File: config.mk
export PLATFORM = sky130hd
export DESIGN_NAME = modular_inverse_euclid
export DESIGN_NICKNAME = d
export VERILOG_FILES = /design/src/rtl/mie_pkg.sv /design/src/rtl/mie_divunit.sv /design/src/rtl/modular_inverse_euclid.sv
export SDC_FILE = /design/constraint.sdc
export NUM_CORES = 1
export LEC_CHECK = 0
export BUFFER_PORTS_ARGS = -buffer_cell sky130_fd_sc_hd__buf_2
export CAP_MARGIN = 20
export CORE_MARGIN = 2
export CORE_UTILIZATION = 35
export DETAILED_ROUTE_END_ITERATION = 6
export SLEW_MARGIN = 40
export SYNTH_ARGS = -nofsm -noshare
export SYNTH_HDL_FRONTEND = slang
export SYNTH_SLANG_ARGS = --single-unit
File: constraint.sdc
create_clock -name i_clk -period 13.8 [get_ports i_clk]
set_input_delay 1.38 -clock i_clk [delete_from_list [all_inputs] [get_ports i_clk]]
set_output_delay 1.38 -clock i_clk [all_outputs]
set_load 0.02 [all_outputs]
File: src/rtl/mie_pkg.sv
// Package for the modular inverse block: word types, sequencer states and
// the control and status bundles of the shift-subtract unit. No dependencies.
`timescale 1ns / 1ps

package mie_pkg;

    localparam int DATA_W = 32;

    typedef struct packed {
        logic [DATA_W-1:0] value;
        logic [DATA_W-1:0] modulus;
    } t_in;

    typedef struct packed {
        logic [DATA_W-1:0] inverse;
        logic              no_inverse;
    } t_out;

    typedef enum logic [2:0] {
        ST_IDLE,
        ST_SHIFT,
        ST_SUB,
        ST_POST,
        ST_FIX,
        ST_FIN
    } t_state;

    typedef struct packed {
        logic load;
        logic shift;
        logic sub;
    } t_du_cmd;

    typedef struct packed {
        logic grow;
        logic last;
    } t_du_stat;

endpackage

File: src/rtl/mie_divunit.sv
// Shared shift-subtract unit: aligns the divisor, then subtracts one
// quotient bit per cycle while accumulating the Bezout coefficient.
// Depends on mie_pkg.
`timescale 1ns / 1ps

module mie_divunit import mie_pkg::*; #(
    parameter int WIDTH = 32
) (
    input  logic             i_clk,
    input  t_du_cmd          i_cmd,
    input  logic [WIDTH-1:0] i_rem,
    input  logic [WIDTH-1:0] i_div,
    input  logic [WIDTH-1:0] i_uacc,
    input  logic [WIDTH-1:0] i_ush,
    output logic [WIDTH-1:0] o_rem,
    output logic [WIDTH-1:0] o_uacc,
    output t_du_stat         o_stat
);

    localparam int CW = $clog2(WIDTH);

    logic [WIDTH-1:0] r_rem;
    logic [WIDTH-1:0] r_div;
    logic [WIDTH-1:0] r_uacc;
    logic [WIDTH-1:0] r_ush;
    logic [CW-1:0]    r_cnt;
    logic             ge;

    assign ge = (r_rem >= r_div);

    always_ff @(posedge i_clk) begin
        if (i_cmd.load) begin
            r_rem  <= i_rem;
            r_div  <= i_div;
            r_uacc <= i_uacc;
            r_ush  <= i_ush;
            r_cnt  <= '0;
        end else if (i_cmd.shift) begin
            r_div <= {r_div[WIDTH-2:0], 1'b0};
            r_ush <= {r_ush[WIDTH-2:0], 1'b0};
            r_cnt <= r_cnt + 1'b1;
        end else if (i_cmd.sub) begin
            if (ge) begin
                r_rem  <= r_rem - r_div;
                r_uacc <= r_uacc + r_ush;
            end
            r_div <= {1'b0, r_div[WIDTH-1:1]};
            r_ush <= {1'b0, r_ush[WIDTH-1:1]};
            r_cnt <= r_cnt - 1'b1;
        end
    end

    assign o_rem       = r_rem;
    assign o_uacc      = r_uacc;
    assign o_stat.grow = ({r_div, 1'b0} <= {1'b0, r_rem});
    assign o_stat.last = (r_cnt == '0);

endmodule

File: src/rtl/modular_inverse_euclid.sv
// Modular inverse by the extended Euclidean algorithm: sequencer, pair and
// coefficient registers, output register. Depends on mie_pkg, mie_divunit.
//
// Usage: the input channel (i_in_valid, o_in_stall, i_in_data) takes one
// word holding a value and a modulus. The output channel (o_out_valid,
// i_out_stall, o_out_data) returns one word per input: the inverse in
// 0..modulus-1 and a no_inverse flag, with inverse zero when the gcd is
// not one or the modulus is below two. Arithmetic runs at WIDTH bits; the
// inputs are cut to their low WIDTH bits.
// Each division step, the reduction of value by modulus included, runs
// ST_SHIFT, where the shift-subtract unit aligns the divisor, ST_SUB, where
// it subtracts quotient bits, and ST_POST, where the remainder pair and
// coefficients are updated; ST_FIX then settles the flag and ST_FIN writes
// the output register. A modulus below two goes straight to ST_FIN.
// One word is processed at a time: o_in_stall stays high from acceptance
// until the result is written to the output register; only then is the
// next word taken. A stalled result is held there; the sequencer waits
// in its final state until it can write. Reset (synchronous, active low)
// returns to idle and drops any pending result word.
`timescale 1ns / 1ps

module modular_inverse_euclid import mie_pkg::*; #(
    parameter int WIDTH = 32
) (
    input  logic i_clk,
    input  logic i_rst_n,
    input  logic i_in_valid,
    output logic o_in_stall,
    input  t_in  i_in_data,
    output logic o_out_valid,
    input  logic i_out_stall,
    output t_out o_out_data
);

    localparam int EW = WIDTH + DATA_W;

    t_state           r_state;
    t_state           n_state;
    logic             r_out_valid;
    t_out             r_out;
    logic [WIDTH-1:0] r_m;
    logic [WIDTH-1:0] r_r0;
    logic [WIDTH-1:0] r_r1;
    logic [WIDTH-1:0] r_u0;
    logic [WIDTH-1:0] r_u1;
    logic             r_pos;
    logic             r_red;
    logic             r_fail;

    logic [EW-1:0]    a_ext;
    logic [EW-1:0]    m_ext;
    logic [EW-1:0]    inv_ext;
    logic [WIDTH-1:0] a_in;
    logic [WIDTH-1:0] m_in;
    logic [WIDTH-1:0] inv_w;
    logic             in_acc;
    logic             out_free;
    logic             m_small;

    t_du_cmd          du_cmd;
    t_du_stat         du_stat;
    logic [WIDTH-1:0] du_rem;
    logic [WIDTH-1:0] du_uacc;
    logic [WIDTH-1:0] ld_rem;
    logic [WIDTH-1:0] ld_div;
    logic [WIDTH-1:0] ld_uacc;
    logic [WIDTH-1:0] ld_ush;

    assign a_ext   = {{WIDTH{1'b0}}, i_in_data.value};
    assign m_ext   = {{WIDTH{1'b0}}, i_in_data.modulus};
    assign a_in    = a_ext[WIDTH-1:0];
    assign m_in    = m_ext[WIDTH-1:0];
    assign m_small = (m_in[WIDTH-1:1] == '0);

    assign o_in_stall = (r_state != ST_IDLE);
    assign in_acc     = i_in_valid && (r_state == ST_IDLE);
    assign out_free   = !r_out_valid || !i_out_stall;

    assign inv_w   = (r_pos && (r_u0 != '0)) ? (r_m - r_u0) : r_u0;
    assign inv_ext = {{DATA_W{1'b0}}, inv_w};

    mie_divunit #(
        .WIDTH (WIDTH)
    ) u_divunit (
        .i_clk  (i_clk),
        .i_cmd  (du_cmd),
        .i_rem  (ld_rem),
        .i_div  (ld_div),
        .i_uacc (ld_uacc),
        .i_ush  (ld_ush),
        .o_rem  (du_rem),
        .o_uacc (du_uacc),
        .o_stat (du_stat)
    );

    always_comb begin
        n_state = r_state;
        case (r_state)
            ST_IDLE: begin
                if (in_acc) begin
                    n_state = m_small ? ST_FIN : ST_SHIFT;
                end
            end
            ST_SHIFT: begin
                if (!du_stat.grow) begin
                    n_state = ST_SUB;
                end
            end
            ST_SUB: begin
                if (du_stat.last) begin
                    n_state = ST_POST;
                end
            end
            ST_POST: begin
                n_state = (du_rem == '0) ? ST_FIX : ST_SHIFT;
            end
            ST_FIX: begin
                n_state = ST_FIN;
            end
            ST_FIN: begin
                if (out_free) begin
                    n_state = ST_IDLE;
                end
            end
            default: begin
                n_state = ST_IDLE;
            end
        endcase
    end

    always_comb begin
        du_cmd  = '0;
        ld_rem  = a_in;
        ld_div  = m_in;
        ld_uacc = '0;
        ld_ush  = '0;
        case (r_state)
            ST_IDLE: begin
                du_cmd.load = in_acc && !m_small;
            end
            ST_SHIFT: begin
                du_cmd.shift = du_stat.grow;
            end
            ST_SUB: begin
                du_cmd.sub = 1'b1;
            end
            ST_POST: begin
                du_cmd.load = (du_rem != '0);
                ld_rem      = r_red ? r_m : r_r1;
                ld_div      = du_rem;
                ld_uacc     = r_red ? '0 : r_u1;
                ld_ush      = r_red ? {{(WIDTH-1){1'b0}}, 1'b1} : du_uacc;
            end
            default: begin
                du_cmd = '0;
            end
        endcase
    end

    always_ff @(posedge i_clk) begin
        if (!i_rst_n) begin
            r_state     <= ST_IDLE;
            r_out_valid <= 1'b0;
        end else begin
            r_state <= n_state;
            if (r_state == ST_FIN && out_free) begin
                r_out_valid <= 1'b1;
            end else if (!i_out_stall) begin
                r_out_valid <= 1'b0;
            end
        end
    end

    always_ff @(posedge i_clk) begin
        case (r_state)
            ST_IDLE: begin
                if (in_acc) begin
                    r_m    <= m_in;
                    r_fail <= m_small;
                    r_red  <= 1'b1;
                    r_pos  <= 1'b1;
                    r_u0   <= '0;
                end
            end
            ST_POST: begin
                r_r1 <= du_rem;
                if (r_red) begin
                    r_r0  <= r_m;
                    r_u0  <= '0;
                    r_u1  <= {{(WIDTH-1){1'b0}}, 1'b1};
                    r_red <= 1'b0;
                end else begin
                    r_r0  <= r_r1;
                    r_u0  <= r_u1;
                    r_u1  <= du_uacc;
                    r_pos <= !r_pos;
                end
            end
            ST_FIX: begin
                r_fail <= (r_r0 != {{(WIDTH-1){1'b0}}, 1'b1});
                r_u0   <= (r_u0 >= r_m) ? (r_u0 - r_m) : r_u0;
            end
            ST_FIN: begin
                if (out_free) begin
                    r_out.no_inverse <= r_fail;
                    r_out.inverse    <= r_fail ? '0 : inv_ext[DATA_W-1:0];
                end
            end
            default: begin
                r_fail <= r_fail;
            end
        endcase
    end

    assign o_out_valid = r_out_valid;
    assign o_out_data  = r_out;

`ifndef NO_ASSERTIONS
    a_leave_idle: assert property (@(posedge i_clk) disable iff (!i_rst_n)
        (r_state == ST_IDLE && i_in_valid) |=> (r_state != ST_IDLE))
        else $error("accepted word did not start the sequencer");

    a_gcd_one: assert property (@(posedge i_clk) disable iff (!i_rst_n)
        (r_state == ST_FIN && !r_fail) |-> (r_r0 == {{(WIDTH-1){1'b0}}, 1'b1}))
        else $error("inverse reported without unit gcd");

    a_coef_range: assert property (@(posedge i_clk) disable iff (!i_rst_n)
        (r_state == ST_FIN && !r_fail) |-> (r_u0 < r_m))
        else $error("coefficient not reduced below modulus");

    a_inv_nonzero: assert property (@(posedge i_clk) disable iff (!i_rst_n)
        (o_out_valid && !o_out_data.no_inverse) |-> (o_out_data.inverse != '0))
        else $error("zero inverse without no_inverse flag");
`endif

endmodule

==> results of run 1 <==
==> cell families (layout without fill, tap and decap cells) <==
| family | count (synthesis) | count (layout) |
|---|---|---|
| adder cells (fa/ha/maj) | 165 | 165 |
| AO/OA/AOI/OAI | 602 | 602 |
| other | 0 | 2 |
| XOR/XNOR | 104 | 104 |
| multiplexers | 152 | 152 |
| flip-flops | 333 | 333 |
| AND/OR/NAND/NOR | 620 | 620 |
| buffers and inverters | 281 | 373 |
==> cell usage after synthesis (28+ instances only) <==
library cell  count  area share [%]
ha_1            160             9.0
xnor2_1          69             2.7
nand4_1          36             1.0
mux2i_1         117             5.2
edfxtp_1        324              44
nand2_1         198             3.3
inv_1           172             2.9
a21o_1           72             2.4
mux2_2           34             1.7
xor2_1           35             1.4
o21bai_1         35             1.2
nand3_1          47             1.1
nor2b_1          44             1.2
a21oi_1         173             3.9
o21ai_0          93             2.1
clkbuf_1         90             1.5
nor4_1           40             1.1
nor2_1          106             1.8
o21ai_1          97             2.2
nand2b_1         44             1.2
and3_1           41             1.1
nor3_1           28            0.63
==> final timing paths <==
check | startpoint | endpoint
worst max-delay path | r_m[1] | r_u0[3]
worst min-delay path | u_divunit.r_cnt[4] | u_divunit.r_cnt[4]
worst max register to register | r_m[1] | r_u0[3]
worst min register to register | u_divunit.r_cnt[4] | u_divunit.r_cnt[4]
==> metal layers <==
metal | global-route usage [%] | share of wire (%) | up-vias
li1 | - | - | 8365
met1 | 27.2 | 44 | 8606
met2 | 32.5 | 45 | 616
met3 | 4.24 | 7.8 | 106
met4 | 6.38 | 3.1 | 4
met5 | 0 | 0.040 | -
==> state kept, by name, indices dropped and copies added, names as in the netlist <==
name	count
u_divunit.r_div	32
r_u1	32
u_divunit.r_cnt	5
r_m	32
u_divunit.o_rem	32
r_u0	32
r_red	1
u_divunit.r_ush	32
r_pos	1
r_r0	32
o_out_data	33
r_r1	32
u_divunit.o_uacc	32
o_out_valid	1
r_fail	1
r_state	3
==> layout make-up <==
class	instances	area share (%)
Clock inverter	18	0.976
Antenna cell	2	0.0199
Clock buffer	55	4.33
Multi-Input combinational cell	1643	45.5
Timing Repair Buffer	124	2.88
Sequential cell	333	39.4
Inverter	176	2.65
Tap cell	846	4.21
==> where the power goes <==
part	switching [mW]	leakage, nW	total (mW)	internal [mW]
clock network	0.451	0.638	1.08	0.632
registers	0.369	3.13	2.08	1.72
logic	2.35	6.58	3.97	1.62
total	3.17	10.3	7.14	3.96
==> metrics by stage <==
| stage | hold slack, ps | utilization, % | setup slack, ps |
|---|---|---|---|
| after floorplan | 424 | - | 5820 |
| after global placement | 445 | 37.6 | 8670 |
| after detailed placement | 455 | 37.7 | 9140 |
| after CTS | 463 | 39.8 | 9320 |
| after global routing | 481 | 39.8 | 9130 |
| final | 461 | 39.8 | 9300 |
==> flow_results.org, run 1 <==
** Status
- Result of the run :: finished clean

** Die
- Die Ht :: 256 µm
- Row cnt :: 92
- After floorplanning, the core was sized to cover 0.0631 mm².
- The die covers 0.0658 mm².
- In this run the count of I/O pins placed on the die edge is 103.
- The floorplan step set the die width to 256 µm.
- Starting utilization of the core area :: 35.4%

** STA
- Unrepaired setup endpoints after global routing :: no
- Accumulated negative setup slack :: 0 ps
- Final count of negative-setup-slack endpoints :: 0
- The number of pins exceeding their max-slew limit in the final report came to 0.
- For the final database, setup skew stands at 36.6 ps.
- The worst path needs 4500 ps of the cycle, external delays included.
- The count of final hold-check violations came to 0.
- Dividing the final minimum period by the clock period gives 32.6%.
- Actual transition at the worst max-transition pin :: 808 ps
- Fmax :: 0.222 GHz
- Normalized max-slew margin :: 45.3%

** Place
- Routability-driven placement finished with a final weighted congestion of 0.937.
- Once placement finished, the instance area stood at 0.0238 mm².
- Once detailed placement completed, the half-perimeter wirelength came to 50.9 mm.
- Buffers on Ports :: 102
- In this run, placement finished with an instance count of 3,122.

** Synth
- Synthesis handed over a netlist of 2,257 instances.
- Synthesized area per cell :: 9.88 µm²
- Count of yosys warnings during synthesis :: 0
- Post-synth EDFFs :: 324
- Of all flip-flops after synthesis, the portion carrying an async set or reset was 0%.
- Synthesized netlist net count :: 2,490
- After synthesis, the largest family of logic cells by area is compound AO/OA/AOI/OAI gates.
- After synthesis, flip-flops and latches occupy 44.4% of the total area.
- Portion of netlist area occupied by mux cells :: 7.02%
- The synthesized netlist devotes 4.08% of its cell area to XOR and XNOR gates.
- Number of library cell types mapped by synthesis :: 74
- The synthesized design contains 333 register bits.
- After synthesis the cells add up to 0.0223 mm².
- The synthesized netlist devotes 16.6% of its cell area to compound gates.
- Simple-gate portion of the synthesized area :: 13.7%
- Adder-cell area share of the yosys netlist :: 9.42%
- Most common flop cell mapped by yosys :: edfxtp_1

** Finish
- Highest-count cells in the layout ignoring fill and taps :: edfxtp_1 (324), nand2_1 (197), inv_1 (172), a21oi_1 (172), ha_1 (160)
- The library cell used most frequently in the layout, excluding fill and tap cells, is edfxtp_1.
- Combined area of the multi-input logic cells :: 0.0114 mm²
- The filler cells instantiated in the layout total 6,236.
- Number of nets in the layout :: 2,551
- Total area of sequential cells :: 0.00991 mm²
- After routing the design area is 0.0251 mm².
- Ratio of cells with drive above 1 in the final layout :: 10.4%
- After the flow finishes, the layout carries non-filler instances totaling 3,197.
- From synthesis to final layout, the design area changed by 12.7%.

** Hold path
- The path class of the tightest hold or removal check is register to register.
- Number of stages on the worst hold path :: 1

** Worst setup path
- Cell depth of the worst setup path :: 13
- On the worst path, the slowest cell contributes a delay of 550 ps.
- STA classifies the critical path startpoint as a register.
- The signal on the critical path passes through inv_1, fa_1, a21o_1, a21o_1, a2111oi_4, or3_1, a21oi_2, or3_4, a21oi_4, a211oi_1, o31a_1, o32a_1, buf_4.
- Buffers & Inverters on Critical Path :: 2
- STA classifies the critical path endpoint as a register.
- Of all nets on the critical path, the largest fanout is 29.
- Worst path required time :: 14,080 ps
- Measured in cells, the most critical reg-to-reg path has a length of 13.
- STA puts the critical path data arrival time at 4780 ps.
- Reg2reg setup slack :: 9300 ps
- The worst setup path is of the register to register kind.
- Most frequent cell on the critical path :: a21o_1
- The slowest stage of the critical path belongs to the cell edfxtp_1.
- Top delay family on crit path :: compound AO/OA/AOI/OAI gates

** GRT
- Number of antenna violations at the first check in global routing :: 5
- Via count of the first global-routing pass :: 17,300
- Wire length of the first global-routing pass :: 103 mm
- Maximum number of pins on one net before global-route repair :: 71
- Global routing finished with a remaining overflow of 0.
- Global routing consumed, over all layers together, 20.2% of the routing resources.

** Clocking
- Root cell of the clock tree :: clkbuf_16
- The clock passes through at most 3 buffers.
- TritonCTS clock tree :: built
- The number of setup buffers added after CTS is 0.
- The clock reaches the later pin of the worst-skew pair after 600 ps.
- CTS saw 333 sinks.
- Total CTS buffers :: 40
- In this run, post-CTS hold repair placed 0 buffers.
- Gates resized during post-CTS repair numbered 0.
- The clock tree synthesis step divided the H-tree into 2 levels.
- Reg clk slew, reported paths :: 60 ps

** Detailed routing
- Once detail routing completed, the nets flagged for antenna violations numbered 0.
- For this block, the via count after detailed routing is 17,700.
- For this block, the initial DRC count from the detailed router was 1,571.
- Residual DRC :: 0
- The routed design has 68.2 mm of wire.
- Mean number of vias per cell :: 5.54
- For this run, the detailed router's first-pass iteration total came to 5.
- Routed WL per cell :: 21.3 µm

** Flow run
- Max-capacitance violation count :: 0

** Power
- Power comes to 7.14 mW.
- IR analysis of the VDD net gives a maximum drop of 0.160 mV.
- Leakage power :: 10.3 nW
- In this run the power density over the cells is 284 mW/mm².
No activity file was read; power rests on OpenSTA's default activity.
==> inputs of run 2 (changes only) <==
==> constraint.sdc (replaced) <==
create_clock -name i_clk -period 4.1 [get_ports i_clk]
set_input_delay 0.41 -clock i_clk [delete_from_list [all_inputs] [get_ports i_clk]]
set_output_delay 0.41 -clock i_clk [all_outputs]
set_load 0.02 [all_outputs]
==> flow_results.org, run 2 (synthesis results as in run 1) <==
** Die
- The initial utilization of the core area, before any placement, comes to 35.4%.
- After floorplanning, the core was sized to cover 0.0631 mm².
- Die footprint :: 0.0658 mm²
- Measured along the x axis, the die boundary spans 256 µm.
- In this run the core area contains 92 standard-cell rows.
- The floorplan step set the die height to 256 µm.
- Boundary Pins :: 103

** STA
- Setup repair after global routing left no endpoint under its margin.
- The final critical path takes up 95.8% of the cycle.
- Normalized max-slew margin :: 39.9%
- Actual transition at the worst max-transition pin :: 893 ps
- Setup violations remaining at the end of the flow were counted as 0.
- Final number of max-transition violations :: 0
- Clock skew on the completed layout was measured at 29.2 ps.
- Derived from the worst setup path, the maximum achievable clock frequency is 0.255 GHz.
- Min Clock Period, post-route :: 3930 ps
- The count of final hold-check violations was 0.

** Finish
- Fill cells in the final layout number 6,264.
- Number of nets in the layout :: 2,598
- Highest-count cells in the layout ignoring fill and taps :: edfxtp_1 (324), nand2_1 (197), a21oi_1 (172)
- Largest register FFs :: 33
- Summed area of non-filler cells in the final layout :: 0.0256 mm²
- Ratio of cells with drive above 1 in the final layout :: 12.6%
- Measured on the finished design, the core utilization comes to 40.6%.
- Synthesis-to-layout area growth :: 14.7%
- The library cell used most frequently in the layout, excluding fill and tap cells, is edfxtp_1.

** Place
- Final RePlAce weighted congestion :: 0.950
- Buffers placed on the I/O ports in this run total 102.
- The HPWL after detailed placement is 53.6 mm.
- Post-place instance area :: 0.0242 mm²

** GRT
- After global routing the overflow that remains totals 0.
- The number of global-route vias before repair was 17,500.
- Maximum number of pins on one net before global-route repair :: 89
- Number of antenna violations at the first check in global routing :: 3
- Total routing resource utilization after global routing :: 21.1%
- Wire length of the first global-routing pass :: 108 mm

** Worst setup path
- Endpoint arrival time on the critical path :: 4250 ps
- In this run the worst setup path begins at r_u0[0].
- Worst path required time :: 4420 ps
- Crit path max fanout :: 25
- Crit path launch type :: register
- Start-to-end type of the worst setup path :: register to register
- Endpoint class of the critical path :: register
- In this run the register-to-register setup slack is 170 ps.
- Source of the worst register-to-register timing path :: r_u0[0]

** Status
- Result of the run :: finished clean

** Clocking
- After clock tree synthesis, the flow added hold-fix buffers numbering 0.
- The number of clock buffers added by TritonCTS is 40.
- Root cell of the clock tree :: clkbuf_16
- Reg clk slew, reported paths :: 60 ps
- Clk_lat worst skew :: 590 ps
- TritonCTS built the clock tree.
- CTS saw 333 sinks.
- After clock tree synthesis, the repair step resized 0 gates.
- H-tree lvl count :: 2
- After clock tree synthesis, the setup repair step added 0 buffers.
- The clock passes through at most 3 buffers.

** Power
- Power per Cell Area :: 958 mW/mm²
- Across the VDD grid, the largest voltage drop is 0.620 mV.
- Leakage power :: 10.6 nW

** Detailed routing
- Count of TritonRoute iterations in the first routing pass :: 6
- Antenna Nets Post-Route :: 0
- Detailed Route Iter0 Violations :: 1,852
- Mean number of vias per cell :: 5.60
- After detailed routing, the number of remaining DRC violations is 0.
- The final route contains 18,200 vias.
- After detailed routing, the average wire length per cell comes to 21.9 µm.
- Routed WL :: 71.1 mm

** Hold path
- Hold/Removal Path Class :: input port to register
- Launch instance of the worst min-delay path :: i_in_data[23]

** Flow run
- Across the run, the number of max-cap violations was 0.
## run 2: changes by cell type in the layout (fill, tap and decap cells not counted), sizes merged
cell / before / now
buf: 124 / 170
bufinv: 4 / 5
clkbuf: 55 / 49
clkinv: 13 / 16
clkinvlp: 1 / 2
diode: 2 / 1
inv: 176 / 178
nand2: 198 / 199
## run 2: through the flow
step	setup TNS, ps	worst slack (ps)	hold slack [ps]	power (mW)	instances
final	0	172	30.8	24.5	3244
after floorplan	-33160	-518	424	16.6	2257
after global placement	0	175	468	20.2	3163
after detailed placement	0	212	488	20.5	3167
after CTS	0	164	1.48	24.4	3241
after global routing	0	4.83	21.9	26.3	3243
## run 2: power breakdown
group / internal, mW / switching [mW]
combinational: 5.66 / 8.24
sequential: 5.77 / 1.13
clock: 2.19 / 1.55
total: 13.6 / 10.9
## run 2: per-layer routing
metal  track usage (%)  vias up  part of all wire (%)
met5                 0        -                     0
met4              5.28        0                   2.1
met3              2.92       95                   7.6
met2              33.4      732                    45
met1              30.3     8867                    45
li1                  -     8460                     -
## run 2: worst max-delay path, stage by stage (launching register included)
cell,delay (ps)
edfxtp_1,400
inv_1,80
ha_1,150
inv_2,50
fa_1,390
a21o_1,180
a21o_1,240
a2111oi_4,400
or3_4,220
a21oi_2,70
or3_4,380
a21oi_4,180
a211oi_1,100
o31a_1,280
o32a_1,340
buf_12,190
## run 2: worst paths after layout
path                         to  cells after the start
max                     r_u0[7]                     15
min reg2reg  u_divunit.r_cnt[3]                      2
min                     r_m[23]                      1
max reg2reg             r_u0[7]                     15
## run 2: final cells by class
type,count,area (µm²),share of cell area (%)
clock buffer,49,1060,4.16
clock inverter,25,294,1.15
sequential,333,9910,38.7
tap,846,1060,4.14
antenna,1,2.50,0.00978
multi-input combinational,1644,11400,44.7
inverter,176,666,2.60
timing repair buffer,170,1160,4.53
